[config.mk]
export PLATFORM = sky130hd
export DESIGN_NAME = ultrasonic_echo_ranger
export DESIGN_NICKNAME = d
export VERILOG_FILES = /design/src/sv/uer_pkg.sv /design/src/sv/ultrasonic_echo_ranger.sv /design/src/sv/uer_cfg.sv /design/src/sv/uer_mul.sv /design/src/sv/uer_core.sv
export SDC_FILE = /design/constraint.sdc
export NUM_CORES = 1
export LEC_CHECK = 0
export BUFFER_PORTS_ARGS = -buffer_cell sky130_fd_sc_hd__buf_4
export CAP_MARGIN = 0
export CORE_AREA = 10 10 231 233
export DETAILED_ROUTE_END_ITERATION = 8
export DIE_AREA = 0 0 241 243
export PLACE_DENSITY_LB_ADDON = 0.12
export SYNTH_ARGS = -nofsm -noshare
export SYNTH_HDL_FRONTEND = slang
export SYNTH_HIERARCHICAL = 1
export SYNTH_SLANG_ARGS = --single-unit
export TNS_END_PERCENT = 1
[constraint.sdc]
create_clock -name clk -period 10.4 [get_ports clk]
set_input_delay 0.52 -clock clk [delete_from_list [all_inputs] [get_ports clk]]
set_output_delay 0.52 -clock clk [all_outputs]
set_load 0.01 [all_outputs]
[src/sv/uer_pkg.sv]
// Shared types and constants for the ultrasonic echo ranger.
// Holds the configuration record, the result record and the phase codes.
// No dependencies.
`timescale 1ns / 1ps

package uer_pkg;

  localparam int unsigned TICK_COUNT_BITS = 20;
  localparam int unsigned DISTANCE_BITS   = 16;

  localparam int unsigned TRIG_W  = 10;
  localparam int unsigned TOUT_W  = 20;
  localparam int unsigned SCALE_W = 16;
  localparam int unsigned DIST_W  = 16;
  localparam int unsigned ROUND_W = 4;
  localparam int unsigned CFG_IDX_W  = 3;
  localparam int unsigned CFG_DATA_W = 20;

  localparam int unsigned TC_W    = TICK_COUNT_BITS;
  localparam int unsigned PROD_W  = TC_W + SCALE_W;
  localparam int unsigned MM_W    = PROD_W + 1 - SCALE_W;
  localparam int unsigned WIDE_W  = 34;
  localparam longint unsigned DIST_LIM =
      (DISTANCE_BITS < DIST_W) ? ((64'd1 << DISTANCE_BITS) - 64'd1) : 64'hFFFF;
  localparam longint unsigned ROUND_HALF = 64'h8000;

  localparam logic [TRIG_W-1:0]  TRIGGER_TICKS_RST = 10'd10;
  localparam logic [TOUT_W-1:0]  TIMEOUT_TICKS_RST = 20'd100000;
  localparam logic [SCALE_W-1:0] SCALE_Q16_RST     = 16'd11239;
  localparam logic [DIST_W-1:0]  NEAR_MM_RST       = 16'd200;
  localparam logic [DIST_W-1:0]  CLEAR_MM_RST      = 16'd250;
  localparam logic [ROUND_W-1:0] MEASURES_RST      = 4'd3;
  localparam logic               COUNT_TIMEOUTS_RST = 1'b1;
  localparam logic [DIST_W-1:0]  DISTANCE_RST      = 16'd1000;

  typedef enum logic [CFG_IDX_W-1:0] {
    CFG_TRIGGER_TICKS  = 3'd0,
    CFG_TIMEOUT_TICKS  = 3'd1,
    CFG_SCALE_Q16      = 3'd2,
    CFG_NEAR_MM        = 3'd3,
    CFG_CLEAR_MM       = 3'd4,
    CFG_MEASURES       = 3'd5,
    CFG_COUNT_TIMEOUTS = 3'd6
  } cfg_idx_t;

  typedef enum logic [2:0] {
    PH_TRIGGER = 3'b001,
    PH_WAIT    = 3'b010,
    PH_MEASURE = 3'b100
  } phase_t;

  typedef struct packed {
    logic [TRIG_W-1:0]  trigger_ticks;
    logic [TOUT_W-1:0]  timeout_ticks;
    logic [SCALE_W-1:0] scale_q16;
    logic [DIST_W-1:0]  near_mm;
    logic [DIST_W-1:0]  clear_mm;
    logic [ROUND_W-1:0] measures_per_round;
    logic               count_timeouts;
  } cfg_t;

  typedef struct packed {
    logic              trigger_level;
    logic [DIST_W-1:0] distance_mm;
    logic              obstacle;
    logic              sample_done;
    logic              echo_timed_out;
    logic              round_done;
  } res_t;

endpackage

[src/sv/ultrasonic_echo_ranger.sv]
// Top level of the ultrasonic echo ranger: input beat register, tick core,
// product register, configuration registers and result register.
// Depends on uer_pkg, uer_cfg, uer_mul and uer_core.
//
//   Channel | Direction | Handshake          | Beat contents
//   in_     | in        | in_valid/in_stall   | echo_level
//   out_    | out       | out_valid/out_stall | trigger, distance, flags
//   cfg_    | in        | cfg_valid/cfg_ready | register index, write data
//
// One beat per cycle is taken while in_stall is low; one result beat is given
// per input beat. A beat passes from the input register into the result register,
// where its result is offered on out_valid until it is taken.
// The width-times-scale product is registered in its own register from next values.
// Reset is synchronous; the core returns to the trigger phase with 1000 mm.
// A stall on a full result register holds it; the input register takes one more
// beat and then raises in_stall. cfg_ready is always high.
`timescale 1ns / 1ps

module ultrasonic_echo_ranger (
  input  logic                           clk,
  input  logic                           rst_n,
  input  logic                           in_valid,
  output logic                           in_stall,
  input  logic                           in_echo_level,
  output logic                           out_valid,
  input  logic                           out_stall,
  output logic                           out_trigger_level,
  output logic [uer_pkg::DIST_W-1:0]     out_distance_mm,
  output logic                           out_obstacle,
  output logic                           out_sample_done,
  output logic                           out_echo_timed_out,
  output logic                           out_round_done,
  input  logic                           cfg_valid,
  output logic                           cfg_ready,
  input  logic [uer_pkg::CFG_IDX_W-1:0]  cfg_index,
  input  logic [uer_pkg::CFG_DATA_W-1:0] cfg_data
);
  import uer_pkg::*;

  logic  in_vld_r, in_vld_nxt;
  logic  in_echo_r;
  logic  out_vld_r, out_vld_nxt;
  res_t  res_r;
  res_t  res_c;
  cfg_t  cfg_q;
  cfg_t  cfg_d;
  logic  out_free;
  logic  step;
  logic  in_take;
  logic [TC_W-1:0]   width_nxt;
  logic [PROD_W-1:0] prod;

  assign out_free = !out_vld_r || !out_stall;
  assign step     = in_vld_r && out_free;
  assign in_stall = in_vld_r && !out_free;
  assign in_take  = in_valid && !in_stall;
  assign cfg_ready = 1'b1;

  uer_cfg u_cfg (
    .clk      (clk),
    .rst_n    (rst_n),
    .wr_en    (cfg_valid && cfg_ready),
    .wr_index (cfg_index),
    .wr_data  (cfg_data),
    .cfg_q    (cfg_q),
    .cfg_d    (cfg_d)
  );

  uer_mul u_mul (
    .clk       (clk),
    .width_nxt (width_nxt),
    .scale_nxt (cfg_d.scale_q16),
    .prod      (prod)
  );

  uer_core u_core (
    .clk       (clk),
    .rst_n     (rst_n),
    .step      (step),
    .echo      (in_echo_r),
    .cfg       (cfg_q),
    .prod      (prod),
    .width_nxt (width_nxt),
    .res       (res_c)
  );

  always_comb begin
    in_vld_nxt = in_vld_r;
    if (in_take) begin
      in_vld_nxt = 1'b1;
    end else if (step) begin
      in_vld_nxt = 1'b0;
    end
    out_vld_nxt = out_vld_r;
    if (step) begin
      out_vld_nxt = 1'b1;
    end else if (out_vld_r && !out_stall) begin
      out_vld_nxt = 1'b0;
    end
  end

  always_ff @(posedge clk) begin
    if (!rst_n) begin
      in_vld_r  <= 1'b0;
      out_vld_r <= 1'b0;
    end else begin
      in_vld_r  <= in_vld_nxt;
      out_vld_r <= out_vld_nxt;
    end
  end

  always_ff @(posedge clk) begin
    if (in_take) begin
      in_echo_r <= in_echo_level;
    end
    if (step) begin
      res_r <= res_c;
    end
  end

  assign out_valid          = out_vld_r;
  assign out_trigger_level  = res_r.trigger_level;
  assign out_distance_mm    = res_r.distance_mm;
  assign out_obstacle       = res_r.obstacle;
  assign out_sample_done    = res_r.sample_done;
  assign out_echo_timed_out = res_r.echo_timed_out;
  assign out_round_done     = res_r.round_done;

endmodule

[src/sv/uer_cfg.sv]
// Configuration register file of the ultrasonic echo ranger.
// Presents both the current register values and their next values.
// Depends on uer_pkg.
`timescale 1ns / 1ps

module uer_cfg (
  input  logic                          clk,
  input  logic                          rst_n,
  input  logic                          wr_en,
  input  logic [uer_pkg::CFG_IDX_W-1:0]  wr_index,
  input  logic [uer_pkg::CFG_DATA_W-1:0] wr_data,
  output uer_pkg::cfg_t                  cfg_q,
  output uer_pkg::cfg_t                  cfg_d
);
  import uer_pkg::*;

  cfg_t cfg_r;
  cfg_t cfg_nxt;

  always_comb begin
    cfg_nxt = cfg_r;
    if (wr_en) begin
      unique case (cfg_idx_t'(wr_index))
        CFG_TRIGGER_TICKS:  cfg_nxt.trigger_ticks = wr_data[TRIG_W-1:0];
        CFG_TIMEOUT_TICKS:  cfg_nxt.timeout_ticks = wr_data[TOUT_W-1:0];
        CFG_SCALE_Q16:      cfg_nxt.scale_q16 = wr_data[SCALE_W-1:0];
        CFG_NEAR_MM:        cfg_nxt.near_mm = wr_data[DIST_W-1:0];
        CFG_CLEAR_MM:       cfg_nxt.clear_mm = wr_data[DIST_W-1:0];
        CFG_MEASURES:       cfg_nxt.measures_per_round = wr_data[ROUND_W-1:0];
        CFG_COUNT_TIMEOUTS: cfg_nxt.count_timeouts = wr_data[0];
        default: ;
      endcase
    end
  end

  always_ff @(posedge clk) begin
    if (!rst_n) begin
      cfg_r.trigger_ticks      <= TRIGGER_TICKS_RST;
      cfg_r.timeout_ticks      <= TIMEOUT_TICKS_RST;
      cfg_r.scale_q16          <= SCALE_Q16_RST;
      cfg_r.near_mm            <= NEAR_MM_RST;
      cfg_r.clear_mm           <= CLEAR_MM_RST;
      cfg_r.measures_per_round <= MEASURES_RST;
      cfg_r.count_timeouts     <= COUNT_TIMEOUTS_RST;
    end else begin
      cfg_r <= cfg_nxt;
    end
  end

  assign cfg_q = cfg_r;
  assign cfg_d = (!rst_n) ? cfg_t'({TRIGGER_TICKS_RST, TIMEOUT_TICKS_RST, SCALE_Q16_RST,
                                    NEAR_MM_RST, CLEAR_MM_RST, MEASURES_RST,
                                    COUNT_TIMEOUTS_RST})
                          : cfg_nxt;

endmodule

[src/sv/uer_mul.sv]
// Width-times-scale product register of the ultrasonic echo ranger.
// Tracks the echo width and scale registers so the product is ready on every tick.
// Depends on uer_pkg.
`timescale 1ns / 1ps

module uer_mul (
  input  logic                         clk,
  input  logic [uer_pkg::TC_W-1:0]    width_nxt,
  input  logic [uer_pkg::SCALE_W-1:0] scale_nxt,
  output logic [uer_pkg::PROD_W-1:0]  prod
);
  import uer_pkg::*;

  logic [PROD_W-1:0] prod_r;
  logic [PROD_W-1:0] prod_nxt;

  assign prod_nxt = PROD_W'(width_nxt) * PROD_W'(scale_nxt);

  always_ff @(posedge clk) begin
    prod_r <= prod_nxt;
  end

  assign prod = prod_r;

endmodule

[src/sv/uer_core.sv]
// Tick state machine of the ultrasonic echo ranger: trigger, wait, measure,
// timeout and round logic with the hysteresis obstacle flag.
// Depends on uer_pkg; takes the width-times-scale product from uer_mul.
`timescale 1ns / 1ps

module uer_core (
  input  logic                        clk,
  input  logic                        rst_n,
  input  logic                        step,
  input  logic                        echo,
  input  uer_pkg::cfg_t               cfg,
  input  logic [uer_pkg::PROD_W-1:0]  prod,
  output logic [uer_pkg::TC_W-1:0]    width_nxt,
  output uer_pkg::res_t               res
);
  import uer_pkg::*;

  phase_t             phase_r, phase_nxt;
  logic [TRIG_W-1:0]  trig_cnt_r, trig_cnt_nxt;
  logic [TC_W-1:0]    tout_cnt_r, tout_cnt_nxt;
  logic [TC_W-1:0]    width_r, width_calc;
  logic [DIST_W-1:0]  dist_r, dist_nxt;
  logic               obst_r, obst_nxt;
  logic [ROUND_W-1:0] round_r, round_nxt;

  logic [PROD_W:0]    prod_rnd;
  logic [MM_W-1:0]    mm_full;
  logic [DIST_W-1:0]  mm_sat;
  logic [TC_W-1:0]    tout_inc;
  logic [TRIG_W-1:0]  trig_inc;
  logic [ROUND_W-1:0] round_inc;
  logic               counted;

  assign prod_rnd = {1'b0, prod} + (PROD_W + 1)'(ROUND_HALF);
  assign mm_full  = prod_rnd[PROD_W:SCALE_W];
  assign mm_sat   = (WIDE_W'(mm_full) > WIDE_W'(DIST_LIM)) ? DIST_W'(DIST_LIM)
                                                          : DIST_W'(mm_full);
  assign tout_inc = (tout_cnt_r == '1) ? tout_cnt_r : tout_cnt_r + 1'b1;
  assign trig_inc = trig_cnt_r + 1'b1;
  assign round_inc = round_r + 1'b1;

  always_comb begin
    phase_nxt    = phase_r;
    trig_cnt_nxt = trig_cnt_r;
    tout_cnt_nxt = tout_cnt_r;
    width_calc   = width_r;
    dist_nxt     = dist_r;
    obst_nxt     = obst_r;
    round_nxt    = round_r;
    counted      = 1'b0;
    res          = '0;

    unique case (phase_r)
      PH_WAIT, PH_MEASURE: begin
        tout_cnt_nxt = tout_inc;
        if (phase_r == PH_WAIT) begin
          if (echo) begin
            phase_nxt  = PH_MEASURE;
            width_calc = TC_W'(1);
          end
        end else if (echo) begin
          width_calc = (width_r == '1) ? width_r : width_r + 1'b1;
        end else begin
          dist_nxt         = mm_sat;
          res.sample_done  = 1'b1;
          counted          = 1'b1;
          phase_nxt        = PH_TRIGGER;
          trig_cnt_nxt     = '0;
        end
        if (!res.sample_done && (WIDE_W'(tout_inc) >= WIDE_W'(cfg.timeout_ticks))) begin
          res.echo_timed_out = 1'b1;
          if (cfg.count_timeouts) begin
            counted = 1'b1;
          end
          phase_nxt    = PH_TRIGGER;
          trig_cnt_nxt = '0;
        end
      end
      default: begin
        res.trigger_level = 1'b1;
        trig_cnt_nxt      = trig_inc;
        if (trig_inc >= cfg.trigger_ticks || trig_inc == '0) begin
          phase_nxt    = PH_WAIT;
          trig_cnt_nxt = '0;
          tout_cnt_nxt = '0;
          width_calc   = '0;
        end
      end
    endcase

    if (counted) begin
      round_nxt = round_inc;
      if (round_inc >= cfg.measures_per_round || round_inc == '0) begin
        if (dist_nxt < cfg.near_mm) begin
          obst_nxt = 1'b1;
        end else if (dist_nxt >= cfg.clear_mm) begin
          obst_nxt = 1'b0;
        end
        round_nxt      = '0;
        res.round_done = 1'b1;
      end
    end

    res.distance_mm = dist_nxt;
    res.obstacle    = obst_nxt;
  end

  assign width_nxt = (!rst_n) ? '0 : (step ? width_calc : width_r);

  always_ff @(posedge clk) begin
    if (!rst_n) begin
      phase_r    <= PH_TRIGGER;
      trig_cnt_r <= '0;
      tout_cnt_r <= '0;
      width_r    <= '0;
      dist_r     <= DISTANCE_RST;
      obst_r     <= 1'b0;
      round_r    <= '0;
    end else if (step) begin
      phase_r    <= phase_nxt;
      trig_cnt_r <= trig_cnt_nxt;
      tout_cnt_r <= tout_cnt_nxt;
      width_r    <= width_calc;
      dist_r     <= dist_nxt;
      obst_r     <= obst_nxt;
      round_r    <= round_nxt;
    end
  end

endmodule
# == Word level (Yosys, flattened, before mapping) ==
# Index checks and enable logic that the tools add are counted.
# Widths: inputs -> output; s select.
# op_classes
multipliers,1
n_reduce_logical,30
magnitude_cmp,6
n_eq_ne,14
addsub,5
mux,51
# ops
cell,n
$mux 20,11
$mux 16,7
$mux 53,2
$mux 10,5
$add 20x1->20 const B,2
$eq 20x20->1 const B,2
$add 36x16->37 const B,1
$mul 20x16->36,1
$gt 21x16->1 const B,1
$ge 20x20->1,1
$mux 1,18
$mux 3,6
$ge 16x16->1,1
$lt 16x16->1,1
$reduce_and 2->1,8
$eq 3x3->1 const B,4
$add 10x1->10 const B,1
$ge 10x10->1,1
$logic_not 10->1,1
$eq 3x2->1 const B,3
$mux 4,2
$reduce_bool 2->1,3
$logic_and 1x1->1,5
$logic_not 1->1,5
other kinds (13),15
# totals
out_inout_bits,24
wordCells,131
in_bits,29
ff_bits,217

# == Depth between registers and ports, before layout ==
# logic_depth
ltp_word,11
depth_mapped,36
mapped_depth_nobuf,34

# == Cells and area by module ==
# Netlist, hierarchy kept.
# modules_own_cells
mod,cells_per_inst,area_per_inst_um2,seq_area_each_um2,instances
uer_mul,1253,11215.8,720.7,1
uer_core,843,6382.4,1481.4,1
uer_cfg,313,3269.4,1661.6,1
ultrasonic_echo_ranger,32,755.7,700.7,1

# == Worst setup path before layout ==
# No wires, ideal clock.
# synth_path
path_kind,input-to-reg
start,input port out_stall
end,"register u_mul.prod_r[29], in the netlist u_mul/prod[29]"
slack_ps,645
arrival_ps,9676
setup_ps,79
path_buffers,1
required_ps,10321
cell_stages,25
path_cell_list,a21boi_0 clkinv_1 nor2_1 nand2_1 a31o_2 a311oi_1 clkbuf_1 nand2_1 fa_1 fa_1 fa_1 inv_1 fa_1 fa_1 inv_1 fa_1 inv_1 ha_1 and3_1 a31oi_1 o211ai_2 nor4b_4 a21oi_2 mux2_2 a211oi_2
# synth_between
elab_chain_len,6
# synth_rtl
item,line,text
from (decl),ultrasonic_echo_ranger.sv:26,"input logic out_stall,"
$logic_not 1->1,ultrasonic_echo_ranger.sv:53,assign out_free = !out_vld_r || !out_stall;
$logic_or 1x1->1,ultrasonic_echo_ranger.sv:53,
$logic_and 1x1->1,ultrasonic_echo_ranger.sv:54,assign step = in_vld_r && out_free;
$mux 20,n/a,
$mux 20,uer_core.sv:108,assign width_nxt = (!rst_n) ? '0 : (step ? width_calc : width_r);
via width_nxt[12],ultrasonic_echo_ranger.sv:50,logic [TC_W-1:0] width_nxt;
$mul 20x16->36,uer_mul.sv:17,assign prod_nxt = PROD_W'(width_nxt) * PROD_W'(scale_nxt);
via u_mul.prod_nxt[29],uer_mul.sv:15,logic [PROD_W-1:0] prod_nxt;
to (signal assigned),uer_mul.sv:20,prod_r <= prod_nxt;
to (decl),uer_mul.sv:14,logic [PROD_W-1:0] prod_r;
# The timed path passes the listed nets, and every way through them passes these cells.
# A chain may end at the register's enable or synchronous reset.

# == Final worst setup path ==
# layout_path
start,register u_core.trig_cnt_r[0]
end,"register u_mul.prod_r[34], in the netlist u_mul/prod[34]"
# layout_between
elab_chain_len,8
elab_cells_between_ends,9
cone_classes,add/sub (1); mul (1); order compare (1); mux (4); reduce/logical (2)
# layout_rtl
item,line,text
from (decl),uer_core.sv:19,"logic [TRIG_W-1:0] trig_cnt_r, trig_cnt_nxt;"
from (signal assigned),uer_core.sv:121,trig_cnt_r <= trig_cnt_nxt;
$add 10x1->10 (*),uer_core.sv:39,assign trig_inc = trig_cnt_r + 1'b1;
$ge 10x10->1 or $logic_not 10->1 (tied branches),uer_core.sv:82,if (trig_inc >= cfg.trigger_ticks || trig_inc == '0) begin
$logic_or 1x1->1 (*),uer_core.sv:82,
$mux 20 (*),uer_core.sv:82,
$mux 20 (*),uer_core.sv:53,unique case (phase_r)
$mux 20 (*),n/a,
$mux 20 (*),uer_core.sv:108,
via width_nxt[17],ultrasonic_echo_ranger.sv:50,
$mul 20x16->36 (*),uer_mul.sv:17,
via u_mul.prod_nxt[34],uer_mul.sv:15,
# The timed path passes the listed nets; every way through them passes the cells marked *.

==> impl_metrics.py <==
metrics = {
    "clocking": {
        "cts_resized": 0,
        "cts_inserted_buffers": 24,
        "cts.path.max_buffers": 3,
        "clk_latency_ps": 540,
        "htree_levels": 1,
        "cts_tree": "yes",
        "hold_buffers": 0,
        "path_clk_slew_ps": 70,
        "cts-root-buf": "clkbuf_16",
        "clock-sinks": 202,
        "postCtsSetupBuffers": 0,
    },
    "timing": {
        "hold_viol_final": 0,
        "clock_skew_ps": 22.2,
        "rsz0062_at_grt": "false",
        "finalSetupViolCount": 0,
        "finalSetupTns_ps": 0,
        "slew_headroom": 0.311,
        "layout_min_cycle_time_ps": 9320,
        "max_freq_mhz": 107,
        "tightest_slew_ps": 1030,
        "period_share": 0.896,
        "fin_ws_ps": 1080,
        "hold_slack_ps": 179,
        "drv_slew": 0,
    },
    "floorplanning": {
        "die_area_sq_um": 58600,
        "std_cell_rows": 81,
        "die_w_microns": 241,
        "pin_count": 53,
        "initial_utilization": 0.435,
        "placeableCoreArea_sq_um": 48600,
        "die_y_microns": 243,
    },
    "setup_path": {
        "regToRegStartpoint": "u_core/trig_cnt_r[0]",
        "r2r_end": "u_mul/prod[34]",
        "end_kind": "register",
        "cp_common_cell": "fa_1",
        "r2r_setup_slack_ps": 1080,
        "r2r_cells": 31,
        "critical_path_required_ps": 10830,
        "crit_type": "register to register",
        "start_kind": "register",
        "cp_max_fo": 16,
        "cp_slowest_cell": "nand2_1",
        "cp.arrival_ps": 9750,
        "slowest_delay_ps": 630,
    },
    "place": {
        "hpwlAfterDp_microns": 43700,
        "gp_congestion": 0.865,
        "io_buffers": 51,
        "dp_slack_ps": 1080,
    },
    "global_routing": {
        "grt_max_degree": 69,
        "grt_use_met1": 0.256,
        "antenna_found_initial": 1,
        "grt_use_met3": 0.0239,
        "grt_overflow_total": 0,
        "grtUsageMet2": 0.361,
        "grt_pass1_wl_microns": 95000,
        "grt.busiest_layer": "met2",
        "grt_pass1_vias": 17400,
        "grt_usage": 0.204,
    },
    "hold_path": {
        "worstHoldEndpoint": "in_echo_r",
        "min-delay-start": "in_echo_level",
        "hold_path.class": "input pin to register",
        "holdPathStages": 1,
    },
    "route": {
        "drc": 0,
        "wire_per_inst_microns": 19.4,
        "ant_nets": 0,
        "num_vias": 16300,
        "drtPass1Iterations": 5,
        "drt_iter0_drc": 866,
        "viasPerCell": 5.37,
        "totalWireLength_microns": 59000,
    },
    "final_layout": {
        "syn2layout_area_growth_pct": 8.82,
        "layout-drive-gt1-share": 0.0765,
        "utilization": 0.473,
        "fill_cells": 4705,
        "nNetsFinal": 2857,
    },
    "logic_synthesis": {
        "syn-num-nets": 2860,
        "synth_cells": 2403,
        "avgSynthCellArea_sq_um": 8.81,
        "netlist_area_sq_um": 21200,
        "yosysWarnings": 6,
    },
    "run_status": {
        "status": "complete, no violations",
    },
    "job": {
        "max_cap_violations": 0,
    },
    "power_and_ir_drop": {
        "leakagePower_uw": 0.0107,
        "total_power_uw": 1790,
        "ir_drop_uv": 98.1,
        "power_density_nw_per_um2": 77.7,
    },
}
## power breakdown
group | leakage, uW | switching [uW] | internal [uW] | total (uW)
clock | 0.000409 | 343 | 542 | 885
sequential | 0.00164 | 6.20 | 797 | 803
combinational | 0.00862 | 66.2 | 34.9 | 101
## final cells by class
class | instances | area (sq um) | area share
diodes | 1 | 2.50 | 0.000109
clock buffers | 34 | 699 | 0.0304
clock inverters | 10 | 131 | 0.00570
inverters | 360 | 1350 | 0.0587
multi-input cells | 1714 | 15100 | 0.654
flip-flops and latches | 202 | 4260 | 0.185
well taps | 622 | 778 | 0.0338
repair buffers | 98 | 736 | 0.0319
## per-stage QoR
stage,area (sq um),std cells
final,23000,3041
after global routing,23000,3040
after CTS,23000,3040
after detailed placement,22200,2996
after global placement,22200,2996
after floorplan,21200,2403
## worst max-delay path by stage
stage	from	end	slack, ps	cells after the start
floorplan	out_stall	u_mul/prod[29]	670	25
CTS	u_core/trig_cnt_r[0]	u_mul/prod[34]	1070	31
global placement	u_core/trig_cnt_r[0]	u_mul/prod[21]	1350	32
finish	u_core/trig_cnt_r[0]	u_mul/prod[34]	1080	31
global route	u_core/trig_cnt_r[0]	u_mul/prod[34]	230	32
detailed placement	u_core/trig_cnt_r[0]	u_mul/prod[34]	1080	31
## cells in the final DEF (no fill, tap or decap), types with 14 or more instances in the layout
master,n
mux2i_1,91
o21ai_0,68
a21oi_1,79
edfxtp_1,22
nor3_1,20
nand3_1,47
dfxtp_1,180
fa_1,250
and2_1,152
nand2_1,325
inv_1,358
buf_4,98
ha_1,178
o211ai_1,14
and3_1,15
clkbuf_16,25
a31oi_1,25
xor2_1,28
xnor2_1,33
nor2b_1,54
nand4_1,27
a21o_1,21
nor2_1,112
## sequential cells by signal, summed over array words and instances (netlist names)
register / count
in_vld_r: 1
out_obstacle: 1
u_core/width_r: 20
u_core/obst_r: 1
u_mul/prod: 21
out_sample_done: 1
u_core/trig_cnt_r: 10
out_echo_timed_out: 1
out_valid: 1
in_echo_r: 1
u_cfg/cfg_q: 83
u_core/round_r: 4
out_round_done: 1
out_distance_mm: 16
u_core/tout_cnt_r: 20
u_core/dist_r: 16
out_trigger_level: 1
u_core/phase_r: 3
## routing by layer
metal / vias up / part of all wire / wire (microns)
li1: 7768 / - / -
met1: 8142 / 0.44 / 25800
met3: 77 / 0.041 / 2410
met4: 0 / 0.021 / 1220
met5: - / 0 / 0
met2: 339 / 0.50 / 29500
## worst max-delay path, delay by kind of cell (launching register included)
family / cells / cell delay (ps)
compound gates: 7 / 1740
flops: 1 / 440
simple gates: 10 / 2410
buf+inv: 3 / 180
fa+ha+maj: 9 / 4050
xor+xnor: 1 / 210
mux: 1 / 160
No activity file was read; power rests on OpenSTA's default activity.
